===== src/rtl/srs_pkg.sv =====
// Shared types and constants for the script region scanner.
`default_nettype none
package srs_pkg;

  localparam int unsigned POS_W = 32;
  localparam int unsigned BYTE_W = 8;
  localparam int unsigned MODE_W = 2;
  localparam int unsigned MATCH_W = 3;

  localparam logic [MODE_W-1:0] MODE_BEFORE = 2'd0;
  localparam logic [MODE_W-1:0] MODE_CODE   = 2'd1;
  localparam logic [MODE_W-1:0] MODE_SEARCH = 2'd2;
  localparam logic [MODE_W-1:0] MODE_DONE   = 2'd3;

  localparam logic [MATCH_W-1:0] MP_NONE  = 3'd0;
  localparam logic [MATCH_W-1:0] MP_LT    = 3'd1;
  localparam logic [MATCH_W-1:0] MP_QMARK = 3'd2;
  localparam logic [MATCH_W-1:0] MP_P     = 3'd3;
  localparam logic [MATCH_W-1:0] MP_PH    = 3'd4;
  localparam logic [MATCH_W-1:0] MP_CLOSE_Q = 3'd1;

  localparam logic [BYTE_W-1:0] CH_LT = 8'h3C;
  localparam logic [BYTE_W-1:0] CH_QM = 8'h3F;
  localparam logic [BYTE_W-1:0] CH_GT = 8'h3E;
  localparam logic [BYTE_W-1:0] CH_EQ = 8'h3D;
  localparam logic [BYTE_W-1:0] CH_P  = 8'h70;
  localparam logic [BYTE_W-1:0] CH_H  = 8'h68;

  localparam logic [POS_W-1:0] POS_MAX = 32'hFFFF_FFFF;
  // Opener length minus one for "<?=" and "<?php".
  localparam logic [POS_W-1:0] BACK_SHORT = 32'd2;
  localparam logic [POS_W-1:0] BACK_LONG  = 32'd4;

  typedef struct packed {
    logic             has_region;
    logic [POS_W-1:0] region_start;
    logic [POS_W-1:0] region_length;
    logic             unterminated;
    logic             final_record;
  } res_t;

endpackage
`default_nettype wire


===== src/rtl/srs_in_if.sv =====
// Input byte channel of the script region scanner.
`default_nettype none
interface srs_in_if;
  logic                          valid;
  logic                          ready;
  logic [srs_pkg::BYTE_W-1:0]    data_byte;
  logic                          last_byte;

  modport source (output valid, output data_byte, output last_byte, input ready);
  modport sink (input valid, input data_byte, input last_byte, output ready);
endinterface
`default_nettype wire


===== src/rtl/srs_out_if.sv =====
// Region record channel of the script region scanner.
`default_nettype none
interface srs_out_if;
  logic                        valid;
  logic                        ready;
  logic                        has_region;
  logic [srs_pkg::POS_W-1:0]   region_start;
  logic [srs_pkg::POS_W-1:0]   region_length;
  logic                        unterminated;
  logic                        final_record;

  modport source (output valid, output has_region, output region_start,
                  output region_length, output unterminated, output final_record,
                  input ready);
  modport sink (input valid, input has_region, input region_start,
                input region_length, input unterminated, input final_record,
                output ready);
endinterface
`default_nettype wire


===== src/rtl/script_region_scanner.sv =====
// Script region scanner: one byte per cycle when not stalled, reports code regions of an object.
// A record is registered in the output register, or in the skid stage while out_ch stalls, before it appears on out_ch.
// Throughput: one byte beat per cycle while the skid stage is empty; the single
// scan stage updates all state in one step, and an output register plus skid
// stage absorb output stalls. Reset: synchronous active-low rst_n clears scan
// state, the record buffer valid flags and start_position (to 0); no clearing pass.
`default_nettype none
module script_region_scanner #(
  parameter int unsigned MAX_REGIONS = 16
) (
  input  wire                        clk,
  input  wire                        rst_n,
  srs_in_if.sink                     in_ch,
  srs_out_if.source                  out_ch,
  input  wire                        cfg_wr_en,
  input  wire [srs_pkg::POS_W-1:0]   cfg_wr_data
);
  import srs_pkg::*;

  localparam int unsigned CNT_W = $clog2(MAX_REGIONS + 1);
  localparam logic [CNT_W-1:0] CNT_MAX = CNT_W'(MAX_REGIONS);

  logic [POS_W-1:0]   start_pos_r;
  logic [MODE_W-1:0]  mode_r, mode_nxt;
  logic [MATCH_W-1:0] mp_r, mp_nxt;
  logic [POS_W-1:0]   pos_r, pos_nxt;
  logic [POS_W-1:0]   ors_r, ors_nxt;
  logic [CNT_W-1:0]   cnt_r, cnt_nxt;

  logic               out_valid_r, out_valid_nxt;
  logic               skid_valid_r, skid_valid_nxt;
  res_t               out_res_r, out_res_nxt;
  res_t               skid_res_r, skid_res_nxt;

  logic               in_acc;
  logic               out_take;
  logic               emit;
  res_t               res;
  logic [MODE_W-1:0]  mode_a;
  logic [MATCH_W-1:0] mp_a;
  logic [POS_W-1:0]   ors_a;
  logic [POS_W-1:0]   span_d;
  logic [POS_W-1:0]   span_len;
  logic [POS_W-1:0]   back;
  logic               open_now;
  logic [CNT_W-1:0]   cnt_inc;
  logic [BYTE_W-1:0]  b;

  assign in_ch.ready = !skid_valid_r;
  assign in_acc      = in_ch.valid && !skid_valid_r;
  assign out_take    = out_valid_r && out_ch.ready;
  assign b           = in_ch.data_byte;
  assign cnt_inc     = cnt_r + CNT_W'(1);

  always_comb begin
    mode_a = mode_r;
    mp_a   = mp_r;
    ors_a  = ors_r;
    if (mode_r == MODE_BEFORE && pos_r >= start_pos_r) begin
      mode_a = MODE_CODE;
      mp_a   = MP_NONE;
      ors_a  = pos_r;
    end
  end

  always_comb begin
    mode_nxt = mode_a;
    mp_nxt   = mp_a;
    ors_nxt  = ors_a;
    cnt_nxt  = cnt_r;
    emit     = 1'b0;
    open_now = 1'b0;
    back     = BACK_SHORT;
    res      = '0;
    unique case (mode_a)
      MODE_CODE: begin
        if (mp_a == MP_CLOSE_Q && b == CH_GT) begin
          emit            = 1'b1;
          res.has_region  = 1'b1;
          cnt_nxt         = cnt_inc;
          mode_nxt        = (cnt_inc >= CNT_MAX) ? MODE_DONE : MODE_SEARCH;
          mp_nxt          = MP_NONE;
        end else begin
          mp_nxt = (b == CH_QM) ? MP_CLOSE_Q : MP_NONE;
        end
      end
      MODE_SEARCH: begin
        mp_nxt = (b == CH_LT) ? MP_LT : MP_NONE;
        priority if (mp_a == MP_LT && b == CH_QM) begin
          mp_nxt = MP_QMARK;
        end else if (mp_a == MP_QMARK && b == CH_EQ) begin
          open_now = 1'b1;
          back     = BACK_SHORT;
        end else if (mp_a == MP_QMARK && b == CH_P) begin
          mp_nxt = MP_P;
        end else if (mp_a == MP_P && b == CH_H) begin
          mp_nxt = MP_PH;
        end else if (mp_a == MP_PH && b == CH_P) begin
          open_now = 1'b1;
          back     = BACK_LONG;
        end else begin
        end
        if (open_now) begin
          ors_nxt  = (pos_r >= back) ? pos_r - back : '0;
          mode_nxt = MODE_CODE;
          mp_nxt   = MP_NONE;
        end
      end
      MODE_BEFORE, MODE_DONE: begin
      end
      default: begin
      end
    endcase

    span_d   = pos_r - ors_nxt;
    span_len = (pos_r < ors_nxt) ? '0 :
               (span_d == POS_MAX) ? POS_MAX : span_d + POS_W'(1);

    if (emit) begin
      res.region_start  = ors_nxt;
      res.region_length = span_len;
    end

    if (in_ch.last_byte) begin
      if (!emit && mode_nxt == MODE_CODE) begin
        res.has_region    = 1'b1;
        res.region_start  = ors_nxt;
        res.region_length = span_len;
        res.unterminated  = 1'b1;
      end
      emit             = 1'b1;
      res.final_record = 1'b1;
      mode_nxt         = MODE_BEFORE;
      mp_nxt           = MP_NONE;
      ors_nxt          = '0;
      cnt_nxt          = '0;
      pos_nxt          = '0;
    end else begin
      pos_nxt = (pos_r == POS_MAX) ? pos_r : pos_r + POS_W'(1);
    end
  end

  always_comb begin
    out_valid_nxt  = out_valid_r;
    out_res_nxt    = out_res_r;
    skid_valid_nxt = skid_valid_r;
    skid_res_nxt   = skid_res_r;
    if (!out_valid_r || out_take) begin
      if (skid_valid_r) begin
        out_valid_nxt  = 1'b1;
        out_res_nxt    = skid_res_r;
        skid_valid_nxt = 1'b0;
      end else begin
        out_valid_nxt = in_acc && emit;
        out_res_nxt   = res;
      end
    end else if (in_acc && emit) begin
      skid_valid_nxt = 1'b1;
      skid_res_nxt   = res;
    end
  end

  always_ff @(posedge clk) begin
    if (!rst_n) begin
      start_pos_r  <= '0;
      mode_r       <= MODE_BEFORE;
      mp_r         <= MP_NONE;
      pos_r        <= '0;
      ors_r        <= '0;
      cnt_r        <= '0;
      out_valid_r  <= 1'b0;
      skid_valid_r <= 1'b0;
    end else begin
      if (cfg_wr_en) begin
        start_pos_r <= cfg_wr_data;
      end
      if (in_acc) begin
        mode_r <= mode_nxt;
        mp_r   <= mp_nxt;
        pos_r  <= pos_nxt;
        ors_r  <= ors_nxt;
        cnt_r  <= cnt_nxt;
      end
      out_valid_r  <= out_valid_nxt;
      skid_valid_r <= skid_valid_nxt;
    end
  end

  always_ff @(posedge clk) begin
    out_res_r  <= out_res_nxt;
    skid_res_r <= skid_res_nxt;
  end

  assign out_ch.valid         = out_valid_r;
  assign out_ch.has_region    = out_res_r.has_region;
  assign out_ch.region_start  = out_res_r.region_start;
  assign out_ch.region_length = out_res_r.region_length;
  assign out_ch.unterminated  = out_res_r.unterminated;
  assign out_ch.final_record  = out_res_r.final_record;

endmodule
`default_nettype wire


===== src/flat_wrapper.sv =====
// flat-port wrapper written by rule: the top's interface ports become plain ports
module script_region_scanner_flat import srs_pkg::*;
#(
  parameter int unsigned MAX_REGIONS = 16
)
  (clk, rst_n, cfg_wr_en, cfg_wr_data, in_ch_valid, in_ch_data_byte, in_ch_last_byte, in_ch_ready, out_ch_valid, out_ch_has_region, out_ch_region_start, out_ch_region_length, out_ch_unterminated, out_ch_final_record, out_ch_ready);
  srs_in_if in_ch_i ();
  srs_out_if out_ch_i ();
  input  wire clk;
  input  wire rst_n;
  input  wire cfg_wr_en;
  input  wire [srs_pkg::POS_W-1:0] cfg_wr_data;
  input wire logic [$bits(in_ch_i.valid)-1:0] in_ch_valid;
  input wire logic [$bits(in_ch_i.data_byte)-1:0] in_ch_data_byte;
  input wire logic [$bits(in_ch_i.last_byte)-1:0] in_ch_last_byte;
  output wire logic [$bits(in_ch_i.ready)-1:0] in_ch_ready;
  output wire logic [$bits(out_ch_i.valid)-1:0] out_ch_valid;
  output wire logic [$bits(out_ch_i.has_region)-1:0] out_ch_has_region;
  output wire logic [$bits(out_ch_i.region_start)-1:0] out_ch_region_start;
  output wire logic [$bits(out_ch_i.region_length)-1:0] out_ch_region_length;
  output wire logic [$bits(out_ch_i.unterminated)-1:0] out_ch_unterminated;
  output wire logic [$bits(out_ch_i.final_record)-1:0] out_ch_final_record;
  input wire logic [$bits(out_ch_i.ready)-1:0] out_ch_ready;
  assign in_ch_i.valid = in_ch_valid;
  assign in_ch_i.data_byte = in_ch_data_byte;
  assign in_ch_i.last_byte = in_ch_last_byte;
  assign in_ch_ready = in_ch_i.ready;
  assign out_ch_valid = out_ch_i.valid;
  assign out_ch_has_region = out_ch_i.has_region;
  assign out_ch_region_start = out_ch_i.region_start;
  assign out_ch_region_length = out_ch_i.region_length;
  assign out_ch_unterminated = out_ch_i.unterminated;
  assign out_ch_final_record = out_ch_i.final_record;
  assign out_ch_i.ready = out_ch_ready;
  script_region_scanner #(.MAX_REGIONS(MAX_REGIONS)) u_core (.clk(clk), .rst_n(rst_n), .in_ch(in_ch_i), .out_ch(out_ch_i), .cfg_wr_en(cfg_wr_en), .cfg_wr_data(cfg_wr_data));
endmodule

===== config.mk =====
export PLATFORM = sky130hd
export DESIGN_NAME = script_region_scanner_flat
export DESIGN_NICKNAME = d
export VERILOG_FILES = /design/src/rtl/srs_pkg.sv /design/src/rtl/srs_in_if.sv /design/src/rtl/srs_out_if.sv /design/src/rtl/script_region_scanner.sv /design/src/flat_wrapper.sv
export SDC_FILE = /design/constraint.sdc
export NUM_CORES = 1
export LEC_CHECK = 0
export ABC_AREA = 1
export BUFFER_PORTS_ARGS = -buffer_cell sky130_fd_sc_hd__buf_2
export CAP_MARGIN = 10
export CORE_MARGIN = 3
export CORE_UTILIZATION = 45
export CTS_BUF_LIST = sky130_fd_sc_hd__clkbuf_8
export DETAILED_ROUTE_END_ITERATION = 12
export GPL_ROUTABILITY_DRIVEN = 0
export SYNTH_ARGS = -nofsm -noshare
export SYNTH_HDL_FRONTEND = slang
export SYNTH_SLANG_ARGS = --single-unit
export TNS_END_PERCENT = 50

===== constraint.sdc =====
create_clock -name clk -period 11.75 [get_ports clk]
set_clock_uncertainty 0.05 [all_clocks]
set_input_delay 0.5875 -clock clk [delete_from_list [all_inputs] [get_ports clk]]
set_output_delay 0.5875 -clock clk [all_outputs]
set_load 0.01 [all_outputs]

# Word-level counts from Yosys, hierarchy flattened
# Index checks and enable logic that the tools add are counted.
word_totals:
  inputBits: 46
  wordCells: 116
  reg_bits: 242
op_classes:
  reduce_logical: 22
  add_sub_neg: 5
  bitwise_logic: 2
  muxes: 49
  n_lt_le_gt_ge: 4
  eq_ne: 16
ops:
  columns: ["cell", "count"]
  rows:
  - ["$mux 32", 14]
  - ["$mux 67", 2]
  - ["$mux 66", 1]
  - ["$add 32x1->32 const B", 2]
  - ["$eq 32x32->1 const B", 2]
  - ["$ge 32x32->1", 2]
  - ["$mux 64", 1]
  - ["$sub 32x32->32", 2]
  - ["$eq 8x6->1 const B", 4]
  - ["$lt 32x32->1", 1]
  - ["$mux 3", 9]
  - ["$eq 8x7->1 const B", 2]
  - ["$mux 5", 3]
  - ["$mux 1", 13]
  - ["$logic_and 1x1->1", 11]
  - ["$mux 2", 4]
  - ["$eq 3x2->1 const B", 2]
  - ["$pmux 3 s2", 1]
  - ["$add 5x1->5 const B", 1]
  - ["$ge 5x5->1 const B", 1]
  - ["$eq 2x1->1 const B", 2]
  - ["$pmux 2 s2", 1]
  - ["$reduce_and 2->1", 2]
  - ["$reduce_bool 2->1", 2]
  - ["10 further kinds", 13]

# Longest topological paths before layout
# Gate-level depths: netlist (run 1).
depth:
  ltp_word: 23
  depth_mapped: 52

# Least setup slack after synthesis (run 1)
# OpenSTA, ideal clock, no wires.
synth_path:
  path_type: "flip-flop to flip-flop"
  startpoint: "register u_core.pos_r[7]"
  endpoint: "register u_core.out_res_r, in the netlist u_core.out_ch.region_length[16], data pin"
  n_path_buf: 0
  period_less_slack_ns: 5.797
  stages_incl_launch_ff: 44
  setup_slack_ns: 5.953
  required_ns: 11.446
  t_arrival_ns: 5.493
  setup_ns: 0.254
  path_cell_list: "dfxtp_1 > ha_1 > a21o_1 > nor2_1 > nand2_1 > nand2_1 > nand2_1 > nand2_1 > nand2_1 > nand2_4 > inv_4 > nor2_8 > nand2_2 > ha_1 > inv_1 > o21ai_1 > nor2_2 > inv_1 > (+8 left out) > ha_1 > fa_1 > inv_1 > nand3_1 > nand2_2 > nand2_1 > nand2_2 > xor2_1 > nand2_1 > inv_1 > nand2_2 > nor2_4 > nand3_2 > nor2_2 > xor2_1 > nand2_1 > nand4_1 > nand2_1"
synth_between:
  elab_chain_len: 23
  elab_cells_between_ends: 52
synth_rtl:
  columns: ["item", "line", "text"]
  rows:
  - ["start: declaration", "script_region_scanner.sv:26", "logic [POS_W-1:0] pos_r, pos_nxt;"]
  - ["start signal: assignment", "script_region_scanner.sv:180", "pos_r <= pos_nxt;"]
  - ["$ge 32x32->1", "script_region_scanner.sv:59", "if (mode_r == MODE_BEFORE && pos_r >= start_pos_r) begin"]
  - ["$logic_and 1x1->1", "script_region_scanner.sv:59", null]
  - ["$mux 3", "script_region_scanner.sv:59", null]
  - ["$eq 3x3->1", "script_region_scanner.sv:98", "end else if (mp_a == MP_PH && b == CH_P) begin"]
  - ["$logic_and 1x1->1", "script_region_scanner.sv:98", null]
  - ["$mux 3", "script_region_scanner.sv:98", null]
  - ["$mux 32", "script_region_scanner.sv:96", "end else if (mp_a == MP_P && b == CH_H) begin"]
  - ["$mux 32", "script_region_scanner.sv:94", "end else if (mp_a == MP_QMARK && b == CH_P) begin"]
  - ["(+7 left out)", null, null]
  - ["$sub 32x32->32", "script_region_scanner.sv:115", "span_d = pos_r - ors_nxt;"]
  - ["$add 32x1->32 or $eq 32x32->1 (tied branches)", "script_region_scanner.sv:117", "(span_d == POS_MAX) ? POS_MAX : span_d + POS_W'(1);"]
  - ["$mux 32", "script_region_scanner.sv:117", null]
  - ["$mux 32", "script_region_scanner.sv:116", "span_len = (pos_r < ors_nxt) ? '0 :"]
  - ["$mux 64", "script_region_scanner.sv:119", "if (emit) begin"]
  - ["$mux 66", "script_region_scanner.sv:125", "if (!emit && mode_nxt == MODE_CODE) begin"]
  - ["$mux 67 (*)", "script_region_scanner.sv:124", "if (in_ch.last_byte) begin"]
  - ["$mux 67 (*)", "script_region_scanner.sv:149", "if (skid_valid_r) begin"]
  - ["end signal: assignment", "script_region_scanner.sv:190", "out_res_r <= out_res_nxt;"]
  - ["end: declaration", "script_region_scanner.sv:32", "res_t out_res_r, out_res_nxt;"]
# Mark *: on every way between the ends. The rest lies on a longest branch, timed or not. The select of a mux whose other input is x is not followed.
# A chain may end at the register's enable or synchronous reset.

==> flow_summary.ini, run 1 <==
[sta]
finalCriticalPeriod_ns = 8.632
relSlewSlack_pct = 31.35
drv_slew = 0
finalSetupViolations = 0
tightest_slew_ns = 1.029
rsz0062_at_grt = false
timing.hold.ws_ns = 0.1665
hold_viol = 0
period_share_pct = 73.46
fmax_mhz = 115.8
fin_tns_setup_ns = 0

[detailed_routing]
viasPerCell = 5.426
drtIter0Drc = 1143
post_drt_wl_per_cell_microns = 17.25
drtAntennaViolNets = 0
postRouteWirelength_mm = 48.41
firstDrtPassIters = 6
drcViolationCount = 0
vias = 15232

[critical_path]
start_kind = register
end_kind = register
cp.arrival_ns = 9.01
cp_slowest_stage_delay_ns = 0.80
worst_ep_required_time_ns = 12.13
crit_type = reg -> reg
crit_family = simple AND/OR/NAND/NOR gates
crit_buf_inv = 7
slowest_stage = nand3_2
crit_path_max_fanout = 53
cpMostUsedCell = nand2_1

[global_route]
grt_max_degree = 72
grt_pass1_vias = 14541
grt.total_usage_pct = 25.30
antenna_found_initial = 0
grt_overflow = 0
grt_pass1_wl_mm = 77.40

[pwr]
finalPower_mw = 1.791
p_leak_nw = 8.369
powerDensity_nw_per_um2 = 101.8
vdd_drop_max_mv = 0.09155

[clocking]
hold_buffers = 0
cts_buffers = 44
cts_sinks = 242
post_cts_buffers = 0
clk_pin_slew_ns = 0.06
h-tree-depth = 2
clock_latency_ns = 0.61
cts-root-buf = clkbuf_8
cts_resized = 0
clock_path_buffers = 3
cts_tree = done

[synth]
synth_nets = 2339
async_flop_share_pct = 0
synth_top_family_by_area = simple AND/OR/NAND/NOR gates
synthCells = 2222
synth_xor_area_share_pct = 3.169
synth_compound_area_share_pct = 10.83
synth_mux_area_share_pct = 0.06291
yosysSeqAreaShare_pct = 38.88
synthSimpleGateAreaFrac_pct = 31.73
synth-seq-cells = 242
synth-adder-area-share_pct = 5.678
yosys_most_used_dff = edfxtp_1
avgSynthCellArea_sq_um = 7.160
synth_edf_count = 134
syn_area_sq_um = 15910
synth.distinct_cells = 55
yosys_warnings = 0

[placement]
portBuffers = 114
hpwl_mm = 36.41

[floorplan]
fp.dieW_microns = 194.0
rows = 68
fp.dieArea_sq_um = 37650
core_sq_um = 34710
die_height_microns = 194.0
initial_utilization_pct = 45.83
ioPinCount = 115

[finish]
final_cell_mix = 611 x nand2_1, 303 x inv_1, 221 x nor2_1, 162 x a21oi_1, 134 x edfxtp_1
mostFrequentLayoutCell = nand2_1
nFillCells = 3523
drive_above_1_share_pct = 11.56
diodes = 0
syn_to_final_growth_pct = 10.59
fin_util_pct = 50.68
layout.nets = 2433

[job]
maxCapViolations = 0

[hold_path]
hold_path.class = in -> reg

[status]
status = finished, final reports clean
-- worst min-delay path: stages --
cell    delay (ns)
buf_2         0.08
nor2_1        0.04
nor2_1        0.08
-- final cells by class --
class	instances	area [sq um]	share of cell area (%)
inverters	307	1155	6.564
clock inverters	32	140.1	0.7965
multi-input cells	1596	8202	46.61
repair buffers	125	653.1	3.712
flip-flops and latches	242	6187	35.17
clock buffers	50	688.2	3.911
well taps	455	569.3	3.236
-- where the power goes --
group	switching, mW	internal (mW)
logic	0.0771	0.0350
registers	0.00506	0.906
clock network	0.376	0.392
total	0.458	1.33
-- kinds of logic after synthesis --
group	after synthesis
flops	242
fa+ha+maj	71
mux	1
buf+inv	384
compound gates	318
simple gates	1151
xor+xnor	55
-- final timing paths --
path	cells past startpoint	to	from	slack, ns
max	41	u_core.skid_res_r[23]	u_core.pos_r[7]	3.12
min	3	u_core.start_pos_r[0]	cfg_wr_data[0]	0.17
max reg2reg	41	u_core.skid_res_r[23]	u_core.pos_r[7]	3.12
min reg2reg	2	u_core.start_pos_r[30]	u_core.start_pos_r[30]	0.41
-- sequential cells by signal (all words and copies together) (netlist names) --
name,flops
u_core.ors_r,32
u_core.pos_r,32
u_core.mp_r,3
u_core.out_ch.unterminated,1
u_core.skid_valid_r,1
u_core.skid_res_r,67
u_core.out_ch.valid,1
u_core.out_ch.region_start,32
u_core.cnt_r,5
u_core.out_ch.final_record,1
u_core.start_pos_r,32
u_core.mode_r,2
u_core.out_ch.has_region,1
u_core.out_ch.region_length,32
-- layer usage --
| metal | GRT usage [%] | up-vias | wire length (microns) |
|---|---|---|---|
| met4 | 10.64 | 0 | 2021 |
| met3 | 4.083 | 129 | 3153 |
| met1 | 32.68 | 7008 | 20890 |
| met5 | 0 | - | 0 |
| met2 | 42.27 | 584 | 22350 |
| li1 | - | 7511 | - |
-- stage by stage --
step	setup slack [ns]	cell area, sq um	instances
4_1_cts	3.250	17590	2807
3_5_place_dp	3.273	16770	2725
6_report	3.118	17590	2807
5_1_grt	2.359	17590	2807
2_1_floorplan	5.953	15910	2222
3_3_place_gp	3.410	16770	2725
-- Yosys cell counts (all sizes together) (2+ instances only) --
master  count  area, sq um
nand2     623         2384
inv       305         1147
nor2      243        988.4
a21oi     164        828.3
nand3     138        785.8
edfxtp    134         4024
dfxtp     108         2162
o21ai     108        540.5
nand4      82        513.0
ha         69        863.3
xor2       51        469.2
clkbuf     46        172.7
nor3       42        225.2
buf        31        207.7
o22ai      26        187.7
nor4       14        93.84
o211ai      5        37.54
a211oi      4        30.03
xnor2       4        35.03
and3        3        18.77
a21o        2        15.01
clkinv      2        7.510
fa          2        40.04
o21a        2        15.01
o21bai      2        26.28
or2         2        12.52
Power figures use the tool's default switching activity.
==> run 2: changes to the inputs <==
Clock period 11.75 ns to 8.4 ns, I/O delays scaled along.
==> run 2 against run 1 <==
- die area is the same
- global-route usage shrank 0.33 points
- core utilization grew 0.18 points
- sequential power grew 41%
- critical path depth is the same
- first-iteration DRC count shrank 7.3%
- worst hold slack lost 0.12 ns
- cell area grew 0.36%
- cell count is essentially flat
- critical path type unchanged
- non-clock buffer count grew 2
- combinational power grew 40%
- clock power grew 43%
==> flow_summary.ini, run 2 (synthesized netlist as in run 1, its figures left out) <==
[status]
status = finished, final reports clean

[global_route]
antenna_found_initial = 0
grt_pass1_wl_mm = 76.45
grt_max_degree = 72
grt.total_usage_pct = 24.98
grt_pass1_vias = 14355
grt_overflow = 0

[critical_path]
slowest_stage = dfxtp_1
reg2regPathDepth = 41
cp_slowest_stage_delay_ns = 0.64
worstSetupStartpoint = u_core.pos_r[27]
crit_path_max_fanout = 27
end_kind = register
r2r-start = u_core.pos_r[27]
worst_ep_required_time_ns = 8.69
cpMostUsedCell = nand2_1
crit_type = reg -> reg
start_kind = register
cp.arrival_ns = 7.86

[hold_path]
hold_path.class = in -> reg
holdPathStages = 3
worstHoldStart = cfg_wr_data[23]

[clocking]
post_cts_buffers = 0
clock_latency_ns = 0.61
clk_pin_slew_ns = 0.06
cts_buffers = 44
cts_resized = 0
clock_path_buffers = 3
h-tree-depth = 2
cts_sinks = 242
cts-root-buf = clkbuf_8
cts_tree = done
hold_buffers = 1

[pwr]
p_leak_nw = 8.390
vdd_drop_max_mv = 0.1596
powerDensity_nw_per_um2 = 143.6
p_sw_mw = 0.6256
combPwrFrac_pct = 6.2
seq_power_share_pct = 50.3
switching_share_pct = 24.67
finalPower_mw = 2.536
internal_power_mw = 1.910
power.share.clock_pct = 43.5

[detailed_routing]
postRouteWirelength_mm = 47.89
drcViolationCount = 0
post_drt_wl_per_cell_microns = 17.05
drtAntennaViolNets = 0
vias = 15033
drtIter0Drc = 1060
firstDrtPassIters = 7
viasPerCell = 5.354

[finish]
final_cell_mix = 611 x nand2_1, 307 x inv_1, 221 x nor2_1, 162 x a21oi_1, 134 x edfxtp_1
mostFrequentLayoutCell = nand2_1
syn_to_final_growth_pct = 10.99
largest_register_ffs = 67
diodes = 0
layout.nets = 2435
nFillCells = 3548
drive_above_1_share_pct = 11.39
largest-register = u_core.skid_res_r

[floorplan]
fp.dieArea_sq_um = 37650
initial_utilization_pct = 45.83
ioPinCount = 115
fp.dieW_microns = 194.0
core_sq_um = 34710
die_height_microns = 194.0
rows = 68

[placement]
portBuffers = 114
hpwl_mm = 35.71

[sta]
drv_slew = 0
finalCriticalPeriod_ns = 7.579
finalSetupViolations = 0
hold_viol = 0
period_share_pct = 90.22
relSlewSlack_pct = 32.07
fin_tns_setup_ns = 0
tightest_slew_ns = 1.019
fmax_mhz = 132.0
rsz0062_at_grt = false

[job]
maxCapViolations = 0
## run 2: per-layer routing
metal  track usage, %  wire length [microns]  vias to the layer above
li1                 -                      -                     7529
met1            32.77                  20930                     6839
met2            41.51                  21970                      533
met3            4.240                   3029                      132
met4            9.415                   1952                        0
met5                0                      0                        -
## run 2: final timing paths
check,to,slack [ns]
worst max-delay path,u_core.out_ch.region_length[21],0.82
worst min-delay path,u_core.start_pos_r[23],0.04
worst max register to register,u_core.out_ch.region_length[21],0.82
worst min register to register,u_core.start_pos_r[20],0.41
## run 2: critical path: cells and delay by family (launching register included)
family	cells	cell delay [ns]
buffers and inverters	6	0.60
AOI/OAI and AO/OA	5	1.12
adders and majority gates	3	1.09
and+or+nand+nor	27	3.78
DFF	1	0.64
## run 2: through the flow
stage | instances | setup slack, ns | area, sq um | util (%) | hold WS, ns
2_1_floorplan | 2222 | 2.603 | 15910 | - | 0.3825
3_3_place_gp | 2726 | 1.140 | 16790 | 48.36 | 0.4015
3_5_place_dp | 2726 | 1.006 | 16790 | 48.36 | 0.4073
4_1_cts | 2808 | 0.9590 | 17660 | 50.87 | 0.002306
5_1_grt | 2808 | 0.1955 | 17660 | 50.87 | 0.03008
6_report | 2808 | 0.8214 | 17660 | 50.87 | 0.04461
## run 2: final cells by class
type                            count  area (sq um)  share of cell area, %
Clock buffer                       52         715.7                  4.053
Clock inverter                     29         146.4                 0.8290
Inverter                          307          1155                  6.540
Multi-Input combinational cell   1596          8202                  46.45
Sequential cell                   242          6187                  35.04
Tap cell                          455         569.3                  3.224
Timing Repair Buffer              127         683.2                  3.869
## run 2: power groups by stage
stage	logic [mW]	clock network (mW)	registers (mW)
after floorplan	0.0933	0	1.31
after global placement	0.155	0	1.30
after detailed placement	0.157	0	1.30
after CTS	0.158	1.14	1.28
after global routing	0.178	1.19	1.28
final	0.157	1.10	1.28
